===== src/rtl/cca_ram.sv =====
// Generic simple dual-port RAM: one write port, one read port, registered read.
// Depends on nothing.
module cca_ram #(
  parameter int unsigned WIDTH = 8,
  parameter int unsigned DEPTH = 16
) (
  input  logic                                     clk_i,
  input  logic                                     we_i,
  input  logic [((DEPTH > 1) ? $clog2(DEPTH) : 1)-1:0] waddr_i,
  input  logic [WIDTH-1:0]                         wdata_i,
  input  logic                                     re_i,
  input  logic [((DEPTH > 1) ? $clog2(DEPTH) : 1)-1:0] raddr_i,
  output logic [WIDTH-1:0]                         rdata_o
);

  logic [WIDTH-1:0] mem_q [DEPTH];
  logic [WIDTH-1:0] rdata_q;

  always_ff @(posedge clk_i) begin
    if (we_i) begin
      mem_q[waddr_i] <= wdata_i;
    end
    if (re_i) begin
      rdata_q <= mem_q[raddr_i];
    end
  end

  assign rdata_o = rdata_q;

endmodule


===== config.mk =====
export PLATFORM = sky130hd
export DESIGN_NAME = cca_ram
export DESIGN_NICKNAME = d
export VERILOG_FILES = /design/src/rtl/cca_ram.sv
export SDC_FILE = /design/constraint.sdc
export NUM_CORES = 1
export LEC_CHECK = 0
export ABC_AREA = 1
export BUFFER_PORTS_ARGS = -buffer_cell sky130_fd_sc_hd__buf_2
export CORE_ASPECT_RATIO = 1.75
export CORE_MARGIN = 1
export CORE_UTILIZATION = 61
export CTS_BUF_LIST = sky130_fd_sc_hd__clkbuf_4 sky130_fd_sc_hd__clkbuf_8 sky130_fd_sc_hd__clkbuf_16
export CTS_CLUSTER_SIZE = 12
export DETAILED_ROUTE_END_ITERATION = 16
export GPL_ROUTABILITY_DRIVEN = 0
export PLACE_DENSITY_LB_ADDON = 0.15
export SYNTH_ARGS = -nofsm -noshare
export SYNTH_HDL_FRONTEND = slang
export SYNTH_SLANG_ARGS = --single-unit

===== constraint.sdc =====
create_clock -name clk_i -period 1.2 [get_ports clk_i]
set_clock_uncertainty 0.05 [all_clocks]
set_input_delay 0.06 -clock clk_i [delete_from_list [all_inputs] [get_ports clk_i]]
set_output_delay 0.06 -clock clk_i [all_outputs]
set_load 0.01 [all_outputs]

==> results of run 1 <==
[layout make-up]
cell class                 instances  area, sq um  share of cell area
clock buffer                      17          425              0.0612
clock inverter                    14          181              0.0261
inverter                         102          383              0.0551
multi-input combinational        289         1300               0.188
sequential                       136         4080               0.587
tap                              120          150              0.0216
timing repair buffer              56          425              0.0612
[what timing repair did]
item,4_1_cts,5_1_grt
hold endpoints to repair,32,0
pin swaps,0,5
hold buffers,3,0
gates resized for setup,4,15
setup endpoints to repair,2,8
[cell usage in the layout (no fill, tap or decap), types with 4 or more instances in the layout]
cell	synthesis	layout
nand2_1	173	173
nand3_1	97	79
clkinvlp_4	0	4
buf_4	4	22
bufinv_16	0	4
nand3_2	0	18
buf_2	13	26
buf_12	0	5
inv_1	100	99
edfxtp_1	136	136
clkbuf_16	0	17
nor2_1	17	17
[worst max-delay path by stage]
| stage | to | slack, ns | cells past startpoint |
|---|---|---|---|
| after floorplan | mem_q[10][0]$_DFFE_PP_ | 0.14 | 2 |
| after global placement | rdata_o[6]$_DFFE_PP_ | -0.09 | 8 |
| after detailed placement | rdata_o[5]$_DFFE_PP_ | -0.12 | 8 |
| after CTS | rdata_o[5]$_DFFE_PP_ | 0.001 | 6 |
| after global routing | rdata_o[6]$_DFFE_PP_ | -0.02 | 6 |
| final | rdata_o[0]$_DFFE_PP_ | 0.01 | 6 |
[critical path, delay by kind of cell, from the launching register on]
family / cells / cell delay, ns
DFF: 1 / 0.42
and+or+nand+nor: 5 / 0.39
buffers and inverters: 1 / 0.08
[metal layers]
metal / global-route usage / wire (microns)
met1: 0.327 / 4730
met2: 0.502 / 7140
met3: 0.0625 / 774
met4: 0.151 / 484
met5: 0 / 0
[sequential cells by signal, summed over array words and instances, names as in the netlist]
name     cells
mem_q      128
rdata_o      8
[stage by stage]
step / worst slack [ns] / TNS [ns]
after floorplan: 0.139 / 0
after global placement: -0.0882 / -0.449
after detailed placement: -0.117 / -0.654
after CTS: 0.00133 / 0
after global routing: -0.0172 / -0.0357
final: 0.0105 / 0
[kinds of logic after synthesis]
| group | after synthesis | synth area share |
|---|---|---|
| buffers and inverters | 126 | 0.0939 |
| flip-flops | 136 | 0.698 |
| AND/OR/NAND/NOR | 289 | 0.208 |
[power by group through the flow]
stage | sequential [uW] | clock, uW | combinational, uW
after floorplan | 5490 | 0 | 375
after global placement | 5470 | 0 | 661
after detailed placement | 5480 | 0 | 675
after CTS | 5380 | 5370 | 697
after global routing | 5390 | 5560 | 789
final | 5380 | 5330 | 722
==> impl_metrics.tcl, run 1 <==
set metrics [dict create \
    status "complete, no violations" \
    num_rows 46 \
    setup_viol 0 \
    die_h_microns 132 \
    start_util 0.635 \
    ys.warnings.count 0 \
    final_layout_size_suffix_gt1_frac 0.168 \
    dpl_cell_area_sq_um 6230 \
    switchingPower_uw 2410 \
    worstReg2RegStart "mem_q[5][0]$_DFFE_PP_" \
    cts_sinks 136 \
    worst_slew_pin_slew_ns 0.392 \
    vias 4027 \
    maxCapViolCount 0 \
    power_uw 11400 \
    synth.ff_latch_count 136 \
    pwr-share-clk 0.466 \
    hold_viol 0 \
    vdd_drop_max_mv 1.66 \
    timing.final.crit_share 0.991 \
    synth-edff-count 136 \
    fillers 627 \
    coreArea_sq_um 9210 \
    power.share.switching 0.211 \
    end_kind "flop" \
    antenna_found_initial 0 \
    final_cells 734 \
    grt_max_degree 37 \
    fmax_ghz 0.841 \
    async_flop_share 0 \
    reg2reg_depth 6 \
    die_w_microns 76.0 \
    synth.top_cells.by_count "nand2_1, edfxtp_1, inv_1" \
    ys_seq_area_frac 0.698 \
    grt_pass1_vias 4032 \
    firstDrtPassIters 5 \
    h-tree-depth 4 \
    hold_end "mem_q[9][1]$_DFFE_PP_" \
    power.leakage_uw 0.00303 \
    cp_common_cell "nand3_2" \
    clk_pin_slew_ns 0.06 \
    slowest_stage "edfxtp_1" \
    vias_per_cell 5.49 \
    worst_hold_path.num_cells 1 \
    die_area_sq_um 10000 \
    pwr-share-seq 0.471 \
    ios 27 \
    worst_setup_path_start_kind "flop" \
    syn-cell-area_sq_um 5850 \
    worstHoldStart "wdata_i[1]" \
    synth_area_leaders "edfxtp_1, nand2_1, nand3_1" \
    synth_top_cell_area_share 0.698 \
    area_growth_pct 18.9 \
    rrSetupSlack_ns 0.01 \
    cp_slowest_stage_delay_ns 0.42 \
    clk-insertion-delay-late_ns 0.42 \
    nets 621 \
    syn_inst 551 \
    cp_cell_sequence "inv_2 > nand2_1 > nand3_2 > nand3_2 > nand3_2 > nand2_1" \
    cts-buffers-inserted 17 \
    reg2reg_to "rdata_o[0]$_DFFE_PP_" \
    fin_hold_ws_ns 0.0245 \
    grt_use_total 0.287 \
    p_int_uw 9020 \
    design_area_sq_um 6950 \
    route.detailed.drc 0 \
    pwr-share-comb 0.063 \
    cts_root_buffer "clkbuf_16" \
    yosysMostFrequentCell "nand2_1" \
    num_antenna_cells 0 \
    fin_util 0.755 \
    wl_per_cell_microns 17.9 \
    hpwl_microns 8230 \
    placed_cells 700 \
    fin_crit_ns 1.19 \
    drv_slew 0 \
    ant_nets 0 \
    cts_tree "yes" \
    startpoint "mem_q[5][0]$_DFFE_PP_" \
    min_path_type "input pin to flop" \
    port_buffers 26 \
    drtIter0Drc 301 \
    critPathKind "flop to flop" \
    syn-num-nets 570 \
    worstPathRequired_ns 1.32 \
    cp_max_fo 1 \
    routed_wl_microns 13100 \
    grt_pass1_wl_microns 20700 \
    avgSynthCellArea_sq_um 10.6 \
    postCtsSetupBuffers 0 \
    synthFlopType "edfxtp_1" \
    clk_path_buf_depth 2 \
    p_per_area_nw_per_um2 1640 \
    crit_arrival_ns 1.31 \
    synth_cell_types 11 \
    max_slew_margin 0.739 \
    grt-ovfl-total 0 \
    yosys.area.top_type "edfxtp_1" \
]
Note: power is estimated with default switching activity, not from simulation.
==> inputs of run 2 (changes only) <==
CORE_ASPECT_RATIO = 0.7   (was 1.75)
==> run 2 against run 1 <==
Compared with the run above:
- the flow now finishes with violations (setup timing)
- hold slack got worse by 0.021 ns
- first-iteration DRC count increased by 55%
- setup slack got worse by 0.018 ns
- final cell count increased by 0.41%
- utilization decreased by 0.47 points
- global-route usage increased by 0.37 points
- critical path depth unchanged
- combinational power about the same
- sequential power about the same
- clock power decreased by 4.1%
==> impl_metrics.tcl, run 2 (synthesis results as in run 1) <==
set metrics [dict create \
    h-tree-depth 4 \
    nets 620 \
    clk_path_buf_depth 2 \
    grt_use_total 0.291 \
    firstDrtPassIters 6 \
    critPathKind "flop to flop" \
    num_antenna_cells 0 \
    grt_pass1_vias 3646 \
    end_kind "flop" \
    regMostFlops "mem_q" \
    crit_arrival_ns 1.32 \
    design_area_sq_um 6890 \
    status "complete, but fails checks" \
    worstPathRequired_ns 1.31 \
    fmax_ghz 0.828 \
    cts_root_buffer "clkbuf_16" \
    cp_cell_sequence "inv_2 > nand2_1 > nand3_1 > nand3_2 > nand3_2 > nand2_1" \
    power.leakage_uw 0.00301 \
    die_w_microns 119 \
    antenna_found_initial 0 \
    grt_pass1_wl_microns 20700 \
    port_buffers 26 \
    path_buf_inv 1 \
    start_util 0.637 \
    rsz0062_at_grt "yes" \
    grt-ovfl-total 0 \
    hold_viol 0 \
    postCtsSetupBuffers 0 \
    slowest_stage "edfxtp_1" \
    worst_slew_pin_slew_ns 0.625 \
    cts_sinks 136 \
    grt_max_degree 37 \
    final_cells 737 \
    drv_slew 0 \
    ant_nets 0 \
    fin_util 0.750 \
    final_common_cell "nand2_1" \
    die_area_sq_um 9990 \
    ios 27 \
    drtIter0Drc 466 \
    die_h_microns 83.9 \
    hpwl_microns 8000 \
    largest_reg_flops 128 \
    area_growth_pct 17.8 \
    dpl_cell_area_sq_um 6210 \
    fin_crit_ns 1.21 \
    coreArea_sq_um 9180 \
    p_per_area_nw_per_um2 1630 \
    worst_setup_path_start_kind "flop" \
    cp_max_fo 1 \
    final_layout_size_suffix_gt1_frac 0.168 \
    power_uw 11200 \
    vias_per_cell 5.47 \
    num_rows 29 \
    cts-buffers-inserted 17 \
    violations "setup timing" \
    cp_slowest_stage_delay_ns 0.42 \
    clk-insertion-delay-late_ns 0.42 \
    setup_viol 1 \
    cts_tree "yes" \
    path_delay_family "flip-flops" \
    timing.final.crit_share 1.01 \
    worst_slack_ns -0.00729 \
    layout_common_cells "nand2_1, edfxtp_1, inv_1" \
    placed_cells 705 \
    wl_per_cell_microns 18.4 \
    vias 4035 \
    max_slew_margin 0.583 \
    min_path_type "input pin to flop" \
    route.detailed.drc 0 \
    vdd_drop_max_mv 1.51 \
    clk_pin_slew_ns 0.06 \
    maxCapViolCount 0 \
    routed_wl_microns 13600 \
]
## run 2: worst reg2reg max path, cell delays in order, from the launching register on
cell	delay, ns
edfxtp_1	0.42
inv_2	0.08
nand2_1	0.06
nand3_1	0.10
nand3_2	0.12
nand3_2	0.08
nand2_1	0.05
## run 2: path summary, 6_finish.rpt
path                     startpoint                     to  slack (ns)  cells past startpoint
max          mem_q[14][0]$_DFFE_PP_   rdata_o[0]$_DFFE_PP_      -0.007                      6
min                      wdata_i[7]  mem_q[1][7]$_DFFE_PP_       0.004                      1
max reg2reg  mem_q[14][0]$_DFFE_PP_   rdata_o[0]$_DFFE_PP_      -0.007                      6
min reg2reg  mem_q[10][7]$_DFFE_PP_   rdata_o[7]$_DFFE_PP_        0.69                      6
## run 2: cell type report
class | count | area (sq um)
Sequential cell | 136 | 4080
Fill cell | 613 | 2290
Multi-Input combinational cell | 289 | 1300
Clock buffer | 19 | 440
Timing Repair Buffer | 55 | 388
Inverter | 102 | 383
Tap cell | 124 | 155
Clock inverter | 12 | 134
## run 2: what timing repair did
action	CTS	global route
setup endpoints to repair	1	7
hold endpoints to repair	8	0
hold buffers	1	0
resized for setup	1	18
pin swaps	0	2
gates cloned	0	0
## run 2: report_power, final
part	internal, uW	switching, uW
clock network	3250	1860
registers	5350	31.0
logic	221	498
## run 2: layer usage
metal / GRT usage / wire [microns] / vias to the layer above
li1: - / - / 1880
met1: 0.440 / 5840 / 1865
met2: 0.415 / 6000 / 253
met3: 0.0656 / 1520 / 37
met4: 0.102 / 221 / 0
met5: 0 / 0 / -
## run 2: through the flow
stage	worst slack [ns]	hold slack, ns	setup TNS (ns)
2_1_floorplan	0.139	0.109	0
3_3_place_gp	-0.138	0.382	-0.733
3_5_place_dp	-0.171	0.385	-0.973
4_1_cts	0.00382	0.00600	0
5_1_grt	-0.0664	0.00110	-0.116
6_report	-0.00729	0.00365	-0.00729
==> inputs of run 3 (changes only) <==
CORE_UTILIZATION = 55   (was 61)
==> run 3 against run 2 <==
Compared with the run above:
- the run ends with DRC left
- final cell count rose by 1.4%
- non-clock buffer count rose by 1
- utilization fell by 7.9 points
- sequential cell count did not move
- largest cell class unchanged
- largest power group unchanged
==> impl_metrics.tcl, run 3 (synthesis results as in run 1) <==
set metrics [dict create \
    cts_sinks 136 \
    ios 27 \
    wl_per_cell_microns 18.0 \
    cts_root_buffer "clkbuf_16" \
    worst_setup_path_start_kind "flop" \
    die_area_sq_um 11100 \
    violations "DRC" \
    worst_slack_ns 0.0305 \
    hpwl_microns 8220 \
    port_buffers 26 \
    coreArea_sq_um 10400 \
    routed_wl_microns 13400 \
    fillers 763 \
    slowest_stage "edfxtp_1" \
    cts_tree "yes" \
    num_rows 31 \
    grt_pass1_vias 3710 \
    clk_path_buf_depth 2 \
    path_buf_inv 1 \
    crit_arrival_ns 1.28 \
    max_slew_margin 0.571 \
    drtIter0Drc 446 \
    multi_input_area_sq_um 1310 \
    rsz0062_at_grt "yes" \
    vdd_drop_max_mv 1.31 \
    layout_common_cells "nand2_1, edfxtp_1, inv_1" \
    pwr-share-clk 0.466 \
    cp_max_fo 1 \
    power.leakage_uw 0.00303 \
    num_antenna_cells 0 \
    final_common_cell "nand2_1" \
    grt_max_degree 52 \
    start_util 0.565 \
    nets 621 \
    cp_cell_sequence "inv_1 > nand2_1 > nand3_1 > nand3_1 > nand3_1 > nand2_1" \
    antenna_found_initial 0 \
    clk-insertion-delay-late_ns 0.41 \
    power.share.switching 0.206 \
    p_per_area_nw_per_um2 1650 \
    cp_slowest_stage_delay_ns 0.35 \
    drv_slew 0 \
    grt-ovfl-total 0 \
    die_h_microns 88.3 \
    pwr-share-seq 0.471 \
    area_growth_pct 18.8 \
    min_path_type "input pin to flop" \
    pwr-share-comb 0.063 \
    setup_viol 0 \
    fmax_ghz 0.855 \
    firstDrtPassIters 13 \
    fin_crit_ns 1.17 \
    p_int_uw 9070 \
    grt_use_total 0.268 \
    switchingPower_uw 2360 \
    cts-buffers-inserted 17 \
    final.setup.tns_ns 0 \
    ant_nets 0 \
    end_kind "flop" \
    hold_viol 0 \
    h-tree-depth 4 \
    register_area_sq_um 4080 \
    route.detailed.drc 2 \
    timing.final.crit_share 0.975 \
    regMostFlops "mem_q" \
    grt_pass1_wl_microns 20800 \
    vias 3935 \
    fin_util 0.671 \
    power_uw 11400 \
    final_layout_size_suffix_gt1_frac 0.167 \
    pre_cts_slack_ns -0.196 \
    path_delay_family "simple AND/OR/NAND/NOR gates" \
    die_w_microns 125 \
    status "complete, but fails checks" \
    vias_per_cell 5.27 \
    worstPathRequired_ns 1.31 \
    cp_common_cell "nand3_1" \
    clk_pin_slew_ns 0.06 \
    critPathKind "flop to flop" \
    largest_reg_flops 128 \
    maxCapViolCount 0 \
    worst_slew_pin_slew_ns 0.642 \
]
[run 3: worst paths after layout]
check                    startpoint                     end  slack [ns]  depth (start not counted)
max          mem_q[15][5]$_DFFE_PP_    rdata_o[5]$_DFFE_PP_        0.03                          6
min                      wdata_i[4]  mem_q[15][4]$_DFFE_PP_        0.02                          1
max reg2reg  mem_q[15][5]$_DFFE_PP_    rdata_o[5]$_DFFE_PP_        0.03                          6
min reg2reg   mem_q[6][7]$_DFFE_PP_    rdata_o[7]$_DFFE_PP_        0.67                          6
[run 3: routing by layer]
layer | wire length (microns) | global-route usage
met5 | 0 | 0
met1 | 6240 | 0.388
met3 | 1130 | 0.0774
met2 | 5880 | 0.399
met4 | 157 | 0.0787
[run 3: power by group through the flow]
stage / logic, uW / clock network, uW / registers (uW)
6_report: 721 / 5330 / 5390
5_1_grt: 794 / 5590 / 5390
4_1_cts: 688 / 5380 / 5390
3_5_place_dp: 680 / 0 / 5480
3_3_place_gp: 669 / 0 / 5480
2_1_floorplan: 375 / 0 / 5490
[run 3: metrics by stage]
stage / area [sq um] / std cells / hold slack, ns
final: 6950 / 747 / 0.0245
after global routing: 6950 / 747 / 0.00198
after CTS: 6840 / 746 / 0.0000707
after detailed placement: 6220 / 713 / 0.386
after global placement: 6220 / 713 / 0.388
after floorplan: 5850 / 551 / 0.109
[run 3: timing repair]
item                                   in CTS  in global routing
gates resized for setup                     0                 20
hold buffers                                1                  1
setup buffers                               0                  0
endpoints found under the hold margin       8                  6
setup endpoints to repair                   0                  8
[run 3: layout make-up]
class / count / share of cell area
Inverter: 102 / 0.0551
Clock buffer: 20 / 0.0645
Sequential cell: 136 / 0.588
Multi-Input combinational cell: 289 / 0.189
Timing Repair Buffer: 56 / 0.0573
Clock inverter: 12 / 0.0225
Tap cell: 132 / 0.0238
