## config.mk

```make
export PLATFORM = sky130hd
export DESIGN_NAME = cca_span
export DESIGN_NICKNAME = d
export VERILOG_FILES = /design/src/rtl/cca_pkg.sv /design/src/rtl/cca_span.sv
export SDC_FILE = /design/constraint.sdc
export NUM_CORES = 1
export LEC_CHECK = 0
export BUFFER_PORTS_ARGS = -buffer_cell sky130_fd_sc_hd__buf_4
export CAP_MARGIN = 10
export CORE_MARGIN = 1
export CORE_UTILIZATION = 46
export CTS_BUF_LIST = sky130_fd_sc_hd__clkbuf_4
export CTS_CLUSTER_SIZE = 25
export DETAILED_ROUTE_END_ITERATION = 16
export PLACE_DENSITY_LB_ADDON = 0.3
export RECOVER_POWER = 25
export REMOVE_ABC_BUFFERS = 1
export SYNTH_ARGS = -nofsm -noshare
export SYNTH_HDL_FRONTEND = slang
export SYNTH_SLANG_ARGS = --single-unit
```

## constraint.sdc

```tcl
create_clock -name clk_i -period 3.5 [get_ports clk_i]
set_clock_uncertainty 0.15 [all_clocks]
set_input_delay 0.175 -clock clk_i [delete_from_list [all_inputs] [get_ports clk_i]]
set_output_delay 0.175 -clock clk_i [all_outputs]
set_load 0.02 [all_outputs]
```

## src/rtl/cca_pkg.sv

```systemverilog
// Shared types, codes and helpers for the CIGAR coverage accumulator.
// Used by the top level, cca_span and cca_seq; depends on nothing.
package cca_pkg;

  localparam int unsigned SitesDefault = 1024;
  localparam int unsigned SitesMax     = 65536;
  // Overlap fits SitesMax, an entry offset fits SitesMax-1
  localparam int unsigned OvlW = 17;
  localparam int unsigned OffW = 16;

  localparam int unsigned CfgIdxW  = 1;
  localparam int unsigned CfgDataW = 31;
  localparam logic [10:0] IntervalLengthReset = 11'd1024;

  typedef enum logic [CfgIdxW-1:0] {
    CFG_INTERVAL_START  = 1'b0,
    CFG_INTERVAL_LENGTH = 1'b1
  } cfg_reg_e;

  typedef enum logic [1:0] {
    OP_BEGIN = 2'd0,
    OP_CIGAR = 2'd1,
    OP_READ  = 2'd2,
    OP_CLEAR = 2'd3
  } op_e;

  typedef enum logic [3:0] {
    CIG_M  = 4'd0,
    CIG_I  = 4'd1,
    CIG_D  = 4'd2,
    CIG_N  = 4'd3,
    CIG_S  = 4'd4,
    CIG_H  = 4'd5,
    CIG_P  = 4'd6,
    CIG_EQ = 4'd7,
    CIG_X  = 4'd8
  } cigar_e;

  typedef enum logic [2:0] {
    ST_CLEAR,
    ST_IDLE,
    ST_SPAN,
    ST_WALK,
    ST_READ
  } state_e;

  typedef struct packed {
    logic [23:0] depth;
    logic [31:0] ins_sum;
    logic [31:0] del_sum;
    logic [39:0] clip_sum;
  } entry_t;

  localparam int unsigned EntryW = $bits(entry_t);

  // Span of one cigar operation clipped to the interval
  typedef struct packed {
    logic            nonempty;
    logic [OvlW-1:0] ovl;
    logic [OffW-1:0] off;
    logic            cur_ge;
    logic [31:0]     cursor_next;
  } span_t;

  function automatic logic [10:0] sites_in_use(logic [10:0] len, logic [16:0] sites);
    return ({6'b0, len} > sites) ? sites[10:0] : len;
  endfunction

endpackage

```

## src/rtl/cca_span.sv

```systemverilog
// Three-stage span unit: clips a cigar operation's reference span to the interval.
// Depends on cca_pkg (span_t, sites_in_use).
module cca_span #(
  parameter int unsigned SITES = cca_pkg::SitesDefault
) (
  input  logic                clk_i,
  input  logic                rst_ni,
  input  logic                start_i,
  input  logic [31:0]         cursor_i,
  input  logic [27:0]         len_i,
  input  logic [30:0]         iv_start_i,
  input  logic [10:0]         iv_len_i,
  output logic                done_o,
  output cca_pkg::span_t      span_o
);

  localparam logic [16:0] SitesC = 17'(SITES);

  logic        v1_q, v2_q, v3_q;
  logic [31:0] lo_q;
  logic [32:0] hi_q;
  logic [30:0] ivlo_q, ivlo2_q;
  logic [31:0] ivhi_q;
  logic [31:0] a_q;
  logic [32:0] b_q;
  logic        cur_ge_q;
  logic [31:0] cnext_q;
  cca_pkg::span_t span_q;

  logic        ge_d;

  always_ff @(posedge clk_i or negedge rst_ni) begin
    if (!rst_ni) begin
      v1_q <= 1'b0;
      v2_q <= 1'b0;
      v3_q <= 1'b0;
    end else begin
      v1_q <= start_i;
      v2_q <= v1_q;
      v3_q <= v2_q;
    end
  end

  assign ge_d = lo_q >= {1'b0, ivlo_q};

  always_ff @(posedge clk_i) begin
    // Stage 1: span end and interval end
    lo_q   <= cursor_i;
    hi_q   <= {1'b0, cursor_i} + 33'(len_i);
    ivlo_q <= iv_start_i;
    ivhi_q <= {1'b0, iv_start_i} + 32'(cca_pkg::sites_in_use(iv_len_i, SitesC));
    // Stage 2: intersect
    a_q      <= ge_d ? lo_q : {1'b0, ivlo_q};
    b_q      <= (hi_q < {1'b0, ivhi_q}) ? hi_q : {1'b0, ivhi_q};
    cur_ge_q <= ge_d;
    cnext_q  <= hi_q[32] ? '1 : hi_q[31:0];
    ivlo2_q  <= ivlo_q;
    // Stage 3: length and table offset
    span_q.nonempty    <= b_q > {1'b0, a_q};
    span_q.ovl         <= cca_pkg::OvlW'(b_q - {1'b0, a_q});
    span_q.off         <= cca_pkg::OffW'(a_q - {1'b0, ivlo2_q});
    span_q.cur_ge      <= cur_ge_q;
    span_q.cursor_next <= cnext_q;
  end

  assign done_o = v3_q;
  assign span_o = span_q;

endmodule

```

==> results.txt, run 1 <==
* Number of H-tree levels: 3
* Pin count of the biggest net entering global routing: 34
- Yosys mapped the design onto 60 distinct sky130hd cell types.
- The core region is 0.0281 sq mm.
* CP max stage delay: 0.55 ns
- The analysis attributes to cell leakage a power of 8.45 nW.
- Die Footprint: 0.0295 sq mm
- In this run, synthesis produced a sequential element count of 312.
- Final critical-path setup slack: 0.198 ns
- The number of hold violations in the final report was 0.
* Mean number of vias per cell: 4.97
- Synthesized instance count: 1,282
- The total overflow left after global routing is 0.
- Final ANT Viol Nets: 0
* All-Layer GR Usage: 23.3%
- Worst IR drop on VDD: 264 uV
* I/O pin count: 173
* Vias in the first global route: 10,800
- On the critical path, the stage with the largest delay is an instance of dlygate4sd3_1.
* Post-Place Setup Slack: 0.0952 ns
- Worst Tran Pin Value: 1.19 ns
- Summing over every cut layer, the via total after detailed routing is 10,600.
- Clk sinks: 312
- Synth async-reset ratio: 0.962%
* Min Clock Period, post-route: 3.30 ns
- The worst pin sits at a relative slew slack of 20.7%.
- Yosys printed 0 warnings.
- Counting along the longest clock path gives a buffer depth of 3.
- Synth area leaders: dfxtp_1 (47%), ha_1 (14%), mux2_2 (4.5%)
- Half-perimeter wire length after detailed placement: 23,900 um
- Count of max-cap constraint violations: 0
- The die is 172 um wide.
- In the synthesized netlist the dominant register cell turns out to be dfxtp_1.
- The congestion estimate from routability-driven global placement came to 0.904.
- Detailed-route DRC error count: 0
- Placement Rows: 61
* Clock latency at the later pin of the worst-skew pair: 0.70 ns
- Of all nets on the critical path, the largest fanout is 4.
- After detailed routing, the average wire length per cell comes to 15.9 um.
- Derived from the worst setup path, the maximum achievable clock frequency is 303 MHz.
- The biggest area contributor in the post-synthesis netlist is dfxtp_1.
- Leaving out fill and tap cells, the most frequent cell in the layout is dfxtp_1.
- Critical path launch point type: input pin
- For flop-to-flop paths, the worst setup slack is 0.27 ns.
- The net count of the finished layout is 1,954.
* Die span in y: 172 um
- Worst setup path category: input pin to register
* Data arrival time of the worst path: 3.73 ns
- Top cell type's share of synthesized area: 46.7%
- Once layout is complete, the utilization of the core stands at 63.1%.
- The number of antenna violations at the first check in global routing came to 2.
- Area grow syn2layout: 33.7%
- Initial Utilization: 47.2%
- STA classifies the critical path endpoint as a register.
- The worst hold path belongs to the class input pin to register.
- Walking the worst path, the cells encountered are dlygate4sd3_1 -> clkbuf_1 -> ha_1 -> inv_1 -> fa_1 -> nor2b_1 -> o31a_1 -> o31a_1 -> a31o_4 -> a2111oi_4 -> o31ai_1 -> a21oi_1 -> xnor2_1 -> dlygate4sd3_1.
- Number of iterations in the first detailed-routing pass: 5
- Final hold analysis gives a worst-case slack of 0.0370 ns.
* Initial DRC Count: 577
- The share of the Yosys chip area taken by registers is 47.2%.
- I/O Buffers: 172
- After synthesis the cells add up to 0.0133 sq mm.
- After clock tree synthesis, the clock-pin slew on the worst setup and hold paths is 0.07 ns.
- Layout cells sized above 1: 21.1%
* Avg Inst Size Synth: 10.3 sq um
* Most frequent cells in the layout: dfxtp_1 (309), dlygate4sd3_1 (171), ha_1 (148), buf_4 (139), inv_1 (133)
- The startpoint identified for the worst register-to-register timing path is ivlo_q[5].
* Final period utilization: 94.3%
- The total count of max-transition violations in the final report came to 0.
- Setup repair after global routing missed its margin: false
- Buffers inserted during clock tree synthesis total 81.
- Source of the critical timing path: cursor_i[0]
* Clock tree from TritonCTS: yes
* Crit path required time: 3.92 ns
* Critical hold path startpoint: iv_len_i[8]
- Count of endpoints failing setup in the final report: 0
- Power consumption: 10.7 mW
- Power density over the cells: 603 mW/mm^2
- CTS placed an instance of clkbuf_4 at the clock tree root.
- The routed design has 33,900 um of wire.
- The first global-routing pass estimated 52,700 um of wire.
- The flow ran to the end, and the final reports show no timing, DRC or antenna violations.
* Number of enable-type register cells in the synthesized netlist: 0
==> cell type report <==
class	instances	area [sq um]
fill	2309	10400
inverter	133	499
timing repair buffer	351	2960
clock inverter	18	203
tap	378	473
sequential	312	6260
antenna	1	2.50
clock buffer	116	871
multi-input combinational	818	6450
==> critical path, delay by kind of cell <==
kind	cells	cell delay, ns
buffers and inverters	4	1.28
AND/OR/NAND/NOR	1	0.07
adder cells (fa/ha/maj)	2	0.44
XOR/XNOR	1	0.08
AO/OA/AOI/OAI	6	1.65
==> per-stage QoR <==
stage | instance area (sq um) | cells | setup TNS, ns
after floorplan | 13200 | 1263 | -14.54
after global placement | 15000 | 1817 | 0
after detailed placement | 15000 | 1817 | 0
after CTS | 17800 | 2122 | 0
after global routing | 17700 | 2127 | 0
final | 17700 | 2127 | 0
==> where the power goes <==
group	total (mW)	switching [mW]	internal [mW]
Clock	3.28	1.40	1.88
Sequential	4.50	0.310	4.19
Combinational	2.91	1.50	1.41
Total	10.7	3.20	7.48
==> metal layers <==
metal  vias to the layer above  GRT usage (%)  share of wire [%]
met4                         2           9.31                2.5
li1                       5307              -                  -
met1                      4875           28.4                 45
met5                         -              0              0.035
met3                        66           4.95                5.2
met2                       327           39.9                 48
==> synthesized netlist by cell type (4+ instances only) <==
library cell  count
ha_1            148
nand3_1          24
mux2_1           10
buf_2             4
fa_1              4
nand2b_1         18
nand4_1          25
xnor2_1          52
clkbuf_1         15
and3_1           15
nor3_1           11
xor2_1           23
a211o_1           4
nor2b_1          24
o211ai_1          6
nor4_1            4
nor2_1           60
o21ai_0          44
a31oi_1           7
o21a_1           13
a211oi_1         11
nand2_1          40
o31a_1            5
inv_1           133
or2_2            35
a21oi_1          79
a21o_1           54
and2_1            6
dfxtp_1         309
o21bai_1          4
mux2_2           53
==> cells by family after synthesis <==
group,count (synthesis),synth area share (%)
adder cells (fa/ha/maj),152,14.6
flip-flops,312,47.2
other,1,0.0283
AND/OR/NAND/NOR,275,10.9
buffers and inverters,152,4.34
XOR/XNOR,75,4.96
AO/OA/AOI/OAI,252,12.6
multiplexers,63,5.35
==> timing repair <==
item / 4_1_cts / 5_1_grt
buffers inserted: 0 / 4
endpoints found under the setup margin: 0 / 40
resized for setup: 0 / 1
endpoints found under the hold margin: 132 / 0
hold buffers: 171 / 0
==> worst paths after layout <==
path | cells past startpoint | end
worst min-delay path | 5 | ivhi_q[9]
max in group asynchronous | 3 | v2_q
worst max-delay path | 14 | hi_q[24]
worst min register to register | 0 | span_o[21]
worst max register to register | 10 | a_q[19]
min in group asynchronous | 3 | done_o
==> state kept, by name, indices dropped and copies added, names as in the netlist <==
name,flops
a_q,32
v2_q,1
span_o,67
ivlo_q,31
cnext_q,32
v1_q,1
done_o,1
hi_q,33
ivlo2_q,16
lo_q,32
cur_ge_q,1
b_q,33
ivhi_q,32
Power figures use the tool's default switching activity.
==> run 2: changes to the inputs <==
==> constraint.sdc (replaced) <==
create_clock -name clk_i -period 3.5 [get_ports clk_i]
set_clock_uncertainty 0.15 [all_clocks]
set_input_delay 0.7 -clock clk_i [delete_from_list [all_inputs] [get_ports clk_i]]
set_output_delay 0.7 -clock clk_i [all_outputs]
set_load 0.02 [all_outputs]
==> run 2 against run 1 <==
Sequential power about the same. Fmax decreased by 1.5%. Worst setup slack got worse by 0.050 ns. Total power decreased by 4.7%. Combinational power decreased by 5%. Sequential share of layout area increased by 2.5 points. Worst hold slack improved by 0.075 ns. Via count decreased by 4.9%. Count of clock-buffer cells in the layout decreased by 9. Routed wire length decreased by 8.2%. Core utilization decreased by 4.1 points. Final cell count decreased by 4.6%. Critical path type unchanged. Critical endpoint is now hi_q[26].
==> results.txt, run 2 (synthesis gave the netlist of run 1 again) <==
- Wires add up to 31,100 um.
- The worst setup path is launched from an input pin.
- Total non-filler cell area in the finished layout: 0.0166 sq mm
* Worst hold margin: 0.112 ns
* Vias in the first global route: 10,100
* Initial DRC Count: 471
* Cell type with the highest occurrence count on the critical path: o31a_1
- Final estimated routing congestion in global placement: 0.913
- The number of gates resized after CTS was 0.
- Largest register FFs: 67
* Power consumption: 10.2 mW
- The number of antenna violations at the first check in global routing came to 2.
- The worst setup path is captured at a register.
* Critical path endpoint: hi_q[26]
- Dividing the detail-routed via count by the number of cells gives 4.96.
* Fmax: 298 MHz
- Count of endpoints failing setup in the final report: 0
* Placement Rows: 61
- Result of the run: completed
* Max-slew violation count: 0
* Number of buffers created by CTS: 79
* All-Layer GR Usage: 21.6%
- Count of max-cap constraint violations: 0
- The die covers 0.0295 sq mm.
- 173 I/O pins were placed.
* Half-perimeter wire length after detailed placement: 23,800 um
- Power spread over the standard cell area amounts to 615 mW/mm^2.
- Depth of the worst register-to-register path: 12
- Setup repair after global routing missed its margin: false
- Across the VDD grid, the largest voltage drop is 265 uV.
- Entering global routing, the biggest net connects 33 pins.
* Instance area at placement: 0.0151 sq mm
- Worst setup path category: input pin to register
- Number of nets in the layout: 1,848
* Relative slew margins: 23.2%
- The cell family contributing the most delay on the critical path is compound AO/OA/AOI/OAI gates.
- The die is 172 um wide.
* Area grow syn2layout: 25.0%
* First-pass GRT wire length: 49,400 um
- Leading cell type in the layout, fill and taps excluded: dfxtp_1
* Largest fanout on the critical path: 3
- Source of the critical timing path: cursor_i[0]
- In the routed design, unresolved DRC markers number 0.
* Clk sinks: 312
- Min Clock Period, post-route: 3.35 ns
* Clk root buf: clkbuf_4
- Dividing the final minimum period by the clock period gives 95.8%.
* Cell with the biggest individual delay on the critical path: dlygate4sd3_1
- For this run, the slowest stage of the critical path takes 0.54 ns.
- The clock passes through at most 3 buffers.
* List of cells traversed by the critical path: dlygate4sd3_1 -> buf_4 -> ha_1 -> inv_1 -> fa_1 -> nor2b_1 -> o31a_1 -> o31a_1 -> a31o_4 -> a2111oi_4 -> nor2_2 -> a311oi_2 -> xnor2_1
* Wire length per cell: 15.3 um
* Clock tree from TritonCTS: yes
* Data arrival time of the worst path: 3.81 ns
* Placed instance count: 1,823
* Fill cell instance count of the final layout: 2,459
- In this run the static leakage power is 7.97 nW.
- Via count of the routed design: 10,100
* Crit path required time: 3.96 ns
- The H-tree was split into 3 levels.
* Crit Reg-Reg Endpoint: b_q[5]
* GRT Residual Overflow: 0
- Layout cells sized above 1: 22.3%
- Counting buffers and inverters, the worst setup path is 13 cells deep.
- Most frequent cells in the layout: dfxtp_1 (309), ha_1 (148), buf_4 (140), inv_1 (133), clkbuf_4 (119)
- Clock transition time at the flip-flop clock pins of the worst setup and hold paths: 0.07 ns
* Final std cells w/o fill: 2,029
- Worst Tran Pin Value: 1.15 ns
- Die span in y: 172 um
* Initial Utilization: 47.2%
* Reg-to-reg startpoint: ivhi_q[12]
* Path class of the lowest-slack min-delay path: input pin to register
* Buffers and inverters on the worst path: 3
- The first detailed-routing pass took 5 iterations.
- The count of buffers added on input and output ports is 172.
- Clock latency at the later pin of the worst-skew pair: 0.69 ns
* Final ANT Viol Nets: 0
* Worst reg-to-reg setup slack: 0.24 ns
- The number of hold violations in the final report is 0.
* Core area: 0.0281 sq mm
-- run 2: cell count changes in the layout (fill, tap and decap cells not counted), moves of 3 or more --
cell and delta:
clkinv_1 +9, bufinv_16 -4, dlygate4sd3_1 -106, clkbuf_4 -7
inv_2 +3, clkinv_2 +5
-- run 2: per-stage QoR --
step	setup slack [ns]	utilization (%)	TNS (ns)
4_1_cts	0.236	59.3	0
2_1_floorplan	-0.333	-	-14.54
5_1_grt	0.0404	59.0	0
3_3_place_gp	0.0772	53.6	0
6_report	0.149	59.0	0
3_5_place_dp	0.00357	53.6	0
-- run 2: report_power, final --
group          switching [mW]  leakage, nW  internal [mW]
Sequential              0.297         2.64           4.19
Combinational            1.46         4.75           1.30
Clock                    1.43        0.572           1.50
-- run 2: what timing repair did --
item	in CTS	in global routing
setup buffers	0	0
endpoints found under the hold margin	67	0
hold buffers	65	0
-- run 2: worst min-delay path by stage --
stage	startpoint	endpoint	slack, ns	cells after the start
final	len_i[0]	hi_q[0]	0.11	2
after global routing	len_i[0]	hi_q[0]	0.07	2
after CTS	len_i[0]	hi_q[0]	0.05	2
after detailed placement	cnext_q[28]	span_o[28]	0.16	0
after global placement	cnext_q[9]	span_o[9]	0.16	0
after floorplan	cnext_q[0]	span_o[0]	0.16	0
-- run 2: cell type report --
cell class / instances / area, sq um / area share, %
sequential: 312 / 6260 / 37.8
inverter: 133 / 499 / 3.01
antenna: 2 / 5.00 / 0.0302
clock buffer: 107 / 803 / 4.85
clock inverter: 32 / 160 / 0.967
tap: 378 / 473 / 2.86
timing repair buffer: 247 / 1920 / 11.6
multi-input combinational: 818 / 6440 / 38.9
-- run 2: metal layers --
layer	vias up	routed length, um	GRT usage, %
met3	64	1370	4.23
met2	271	14100	35.4
li1	5101	-	-
met1	4628	14700	27.7
met5	-	0	0
met4	0	841	9.12
-- run 2: worst register-to-register path: stages (launching register included) --
cell and delay, ns:
dfxtp_1 0.36, inv_1 0.05, ha_1 0.31, nand2_1 0.06
o21ai_0 0.29, a211o_1 0.16, o211ai_1 0.12, a31oi_1 0.23
a211oi_1 0.09, buf_4 0.15, o41ai_4 0.42, buf_12 0.27
mux2_1 0.44
==> run 3: changes to the inputs <==
--- a/config.mk
+++ b/config.mk
@@ -12,6 +12,7 @@
 export CTS_BUF_LIST = sky130_fd_sc_hd__clkbuf_4
 export CTS_CLUSTER_SIZE = 25
 export DETAILED_ROUTE_END_ITERATION = 16
+export MAX_ROUTING_LAYER = met4
 export PLACE_DENSITY_LB_ADDON = 0.3
 export RECOVER_POWER = 25
 export REMOVE_ABC_BUFFERS = 1
==> run 3 against run 2 <==
Count of clock-buffer cells in the layout increased by 2. Clock power about the same. Core utilization decreased by 0.094 points. Design area decreased by 0.16%. Worst hold slack improved by 0.038 ns. First-iteration DRC count increased by 0.21%. Via count about the same. Fmax decreased by 1.1%. Critical path depth unchanged. Combinational power about the same. Largest power group unchanged. Total power increased by 0.14%.
==> results.txt, run 3 (synthesis gave the netlist of run 1 again) <==
- Post-CTS sizing: 0
- Critical path endpoint: hi_q[26]
- List of cells traversed by the critical path: dlygate4sd3_1 -> buf_4 -> ha_1 -> inv_1 -> fa_1 -> nor2b_1 -> o31a_1 -> o31a_1 -> a31o_4 -> a2111oi_4 -> nor2_2 -> a311oi_2 -> xnor2_1
- Counting both buffers and inverters, the worst setup path holds a total of 3.
- Count of max-cap constraint violations: 0
- The final layout contains 1,846 nets.
- During placement, the flow inserted port buffers numbering 172.
* Half-perimeter wire length after detailed placement: 23,700 um
* Result of the run: completed
- Reg-to-reg startpoint: ivlo_q[13]
- Area grow syn2layout: 24.8%
- For the pin with the worst max-slew slack, the measured transition is 1.15 ns.
- Leakage power: 7.95 nW
- After clock tree synthesis, the setup repair step added 0 buffers.
- For this run, the number of standard cells in the final layout without fillers is 2,022.
- The worst hold path belongs to the class input pin to register.
- The congestion estimate from routability-driven global placement came to 0.926.
* Data arrival time of the worst path: 3.85 ns
* Clk root buf: clkbuf_4
- Detailed-route DRC error count: 0
* Relative slew margins: 23.0%
* Max-slew violation count: 0
- Die span in y: 172 um
- Across all register-to-register paths, the minimum setup slack is 0.25 ns.
- Die Footprint: 0.0295 sq mm
* Wire length per cell: 15.4 um
* Count of endpoints failing setup in the final report: 0
- I/O pin count: 173
- Via count of the routed design: 10,100
- The worst path uses 96.9% of the clock period.
- Vias in the first global route: 9,954
- In this run the deepest clock path goes through 3 buffers.
- Entering global routing, the biggest net connects 33 pins.
- For this configuration, the core starts out at a cell density of 47.2%.
* Min Clock Period, post-route: 3.39 ns
- Initial DRC Count: 472
- The first TritonRoute pass finished after 7 iterations.
- Setup_tns: 0 ns
* Leading cell type in the layout, fill and taps excluded: dfxtp_1
* Wire length after detailed routing: 31,100 um
- Core area: 0.0281 sq mm
* Critical path launch point type: input pin
- Counting buffers and inverters, the worst setup path is 13 cells deep.
- Crit Reg-Reg Endpoint: a_q[0]
* Mean number of vias per cell: 4.97
- VDD sags by at most 276 uV.
* Setup repair after global routing missed its margin: false
- Clock tree from TritonCTS: yes
* Crit path required time: 3.96 ns
* Source of the critical timing path: cursor_i[0]
* Layout cells sized above 1: 22.1%
* Placed instance count: 1,823
- Most frequent cells in the layout: dfxtp_1 (309), ha_1 (148), buf_4 (140), inv_1 (133), clkbuf_4 (118)
* Number of H-tree levels: 3
* Cell with the biggest individual delay on the critical path: dlygate4sd3_1
* Fill cell instance count of the final layout: 2,486
- Once layout is complete, the utilization of the core stands at 58.9%.
- Counting the buffers created by CTS gives 79.
- Final ANT Viol Nets: 0
* Worst setup path category: input pin to register
- STA classifies the critical path endpoint as a register.
- Cell type with the highest occurrence count on the critical path: o31a_1
- Derived from the worst setup path, the maximum achievable clock frequency is 295 MHz.
- Power density over the cells: 616 mW/mm^2
- Die X-Extent: 172 um
* First-pass GRT wire length: 48,700 um
- In this run the core area contains 61 standard-cell rows.
- On the worst path, the slowest cell contributes a delay of 0.54 ns.
* Largest register FFs: 67
- Power consumption: 10.2 mW
- The worst register-to-register path has a depth of 8.
* Clock transition time at the flip-flop clock pins of the worst setup and hold paths: 0.06 ns
* Final Hold Violating Endpoints: 0
- Clock latency at the later pin of the worst-skew pair: 0.67 ns
- All-Layer GR Usage: 21.9%
- The number of antenna violations at the first check in global routing is 3.
* Top cell family by delay on the critical path: compound AO/OA/AOI/OAI gates
- GRT Residual Overflow: 0
- The clock drives 312 sinks.
* Largest fanout on the critical path: 3
==> run 3: cell types whose count changed in the layout (fill, tap and decap cells not counted), sizes merged <==
cell / change
clkinv: -6
inv: -1
diode: +1
clkbuf: +2
clkinvlp: -2
bufinv: +1
dlygate4sd3: -2
==> run 3: final cells by class <==
| class | count | area [sq um] | area share, % |
|---|---|---|---|
| clock buffers | 109 | 818 | 4.95 |
| clock inverters | 24 | 148 | 0.893 |
| diodes | 3 | 7.51 | 0.0454 |
| flip-flops and latches | 312 | 6260 | 37.9 |
| inverters | 133 | 499 | 3.02 |
| repair buffers | 245 | 1890 | 11.4 |
| well taps | 378 | 473 | 2.86 |
| multi-input cells | 818 | 6440 | 38.9 |
==> run 3: metrics by stage <==
step / hold slack (ns) / instance area (sq um) / worst slack [ns]
floorplan: 0.160 / 13200 / -0.333
global placement: 0.161 / 15100 / 0.0730
detailed placement: 0.162 / 15100 / -0.0124
CTS: 0.000850 / 16600 / 0.160
global route: 0.0907 / 16500 / 0.00420
finish: 0.150 / 16500 / 0.110
==> run 3: layer usage <==
metal,GRT usage (%),wire (um),up-vias
met5,-,0,-
met4,9.39,738,0
met3,3.73,1470,44
met2,34.2,14000,289
met1,28.0,14800,4634
li1,-,-,5087
==> run 3: worst reg2reg max path: stages (launching register included) <==
cell,delay [ns]
dfxtp_1,0.37
inv_1,0.06
ha_1,0.29
nand4_1,0.15
nor3_1,0.23
a211oi_1,0.17
o311a_1,0.40
a21oi_4,0.87
mux2_2,0.45
==> run 3: where the power goes <==
| group | total [mW] | leakage (nW) | internal [mW] | switching [mW] |
|---|---|---|---|---|
| clock network | 2.96 | 0.579 | 1.58 | 1.37 |
| logic | 2.76 | 4.73 | 1.30 | 1.46 |
| registers | 4.48 | 2.64 | 4.19 | 0.291 |
==> run 3: timing repair <==
item,in CTS,in global routing
endpoints found under the setup margin,0,1
hold buffers,62,1
endpoints found under the hold margin,64,1
==> run 3: worst min-delay path by stage <==
stage	from	to	depth (start not counted)
6_report	iv_start_i[18]	ivlo_q[18]	1
5_1_grt	iv_start_i[18]	ivlo_q[18]	1
4_1_cts	iv_start_i[20]	ivlo_q[20]	1
3_5_place_dp	cnext_q[28]	span_o[28]	0
3_3_place_gp	cnext_q[9]	span_o[9]	0
2_1_floorplan	cnext_q[0]	span_o[0]	0
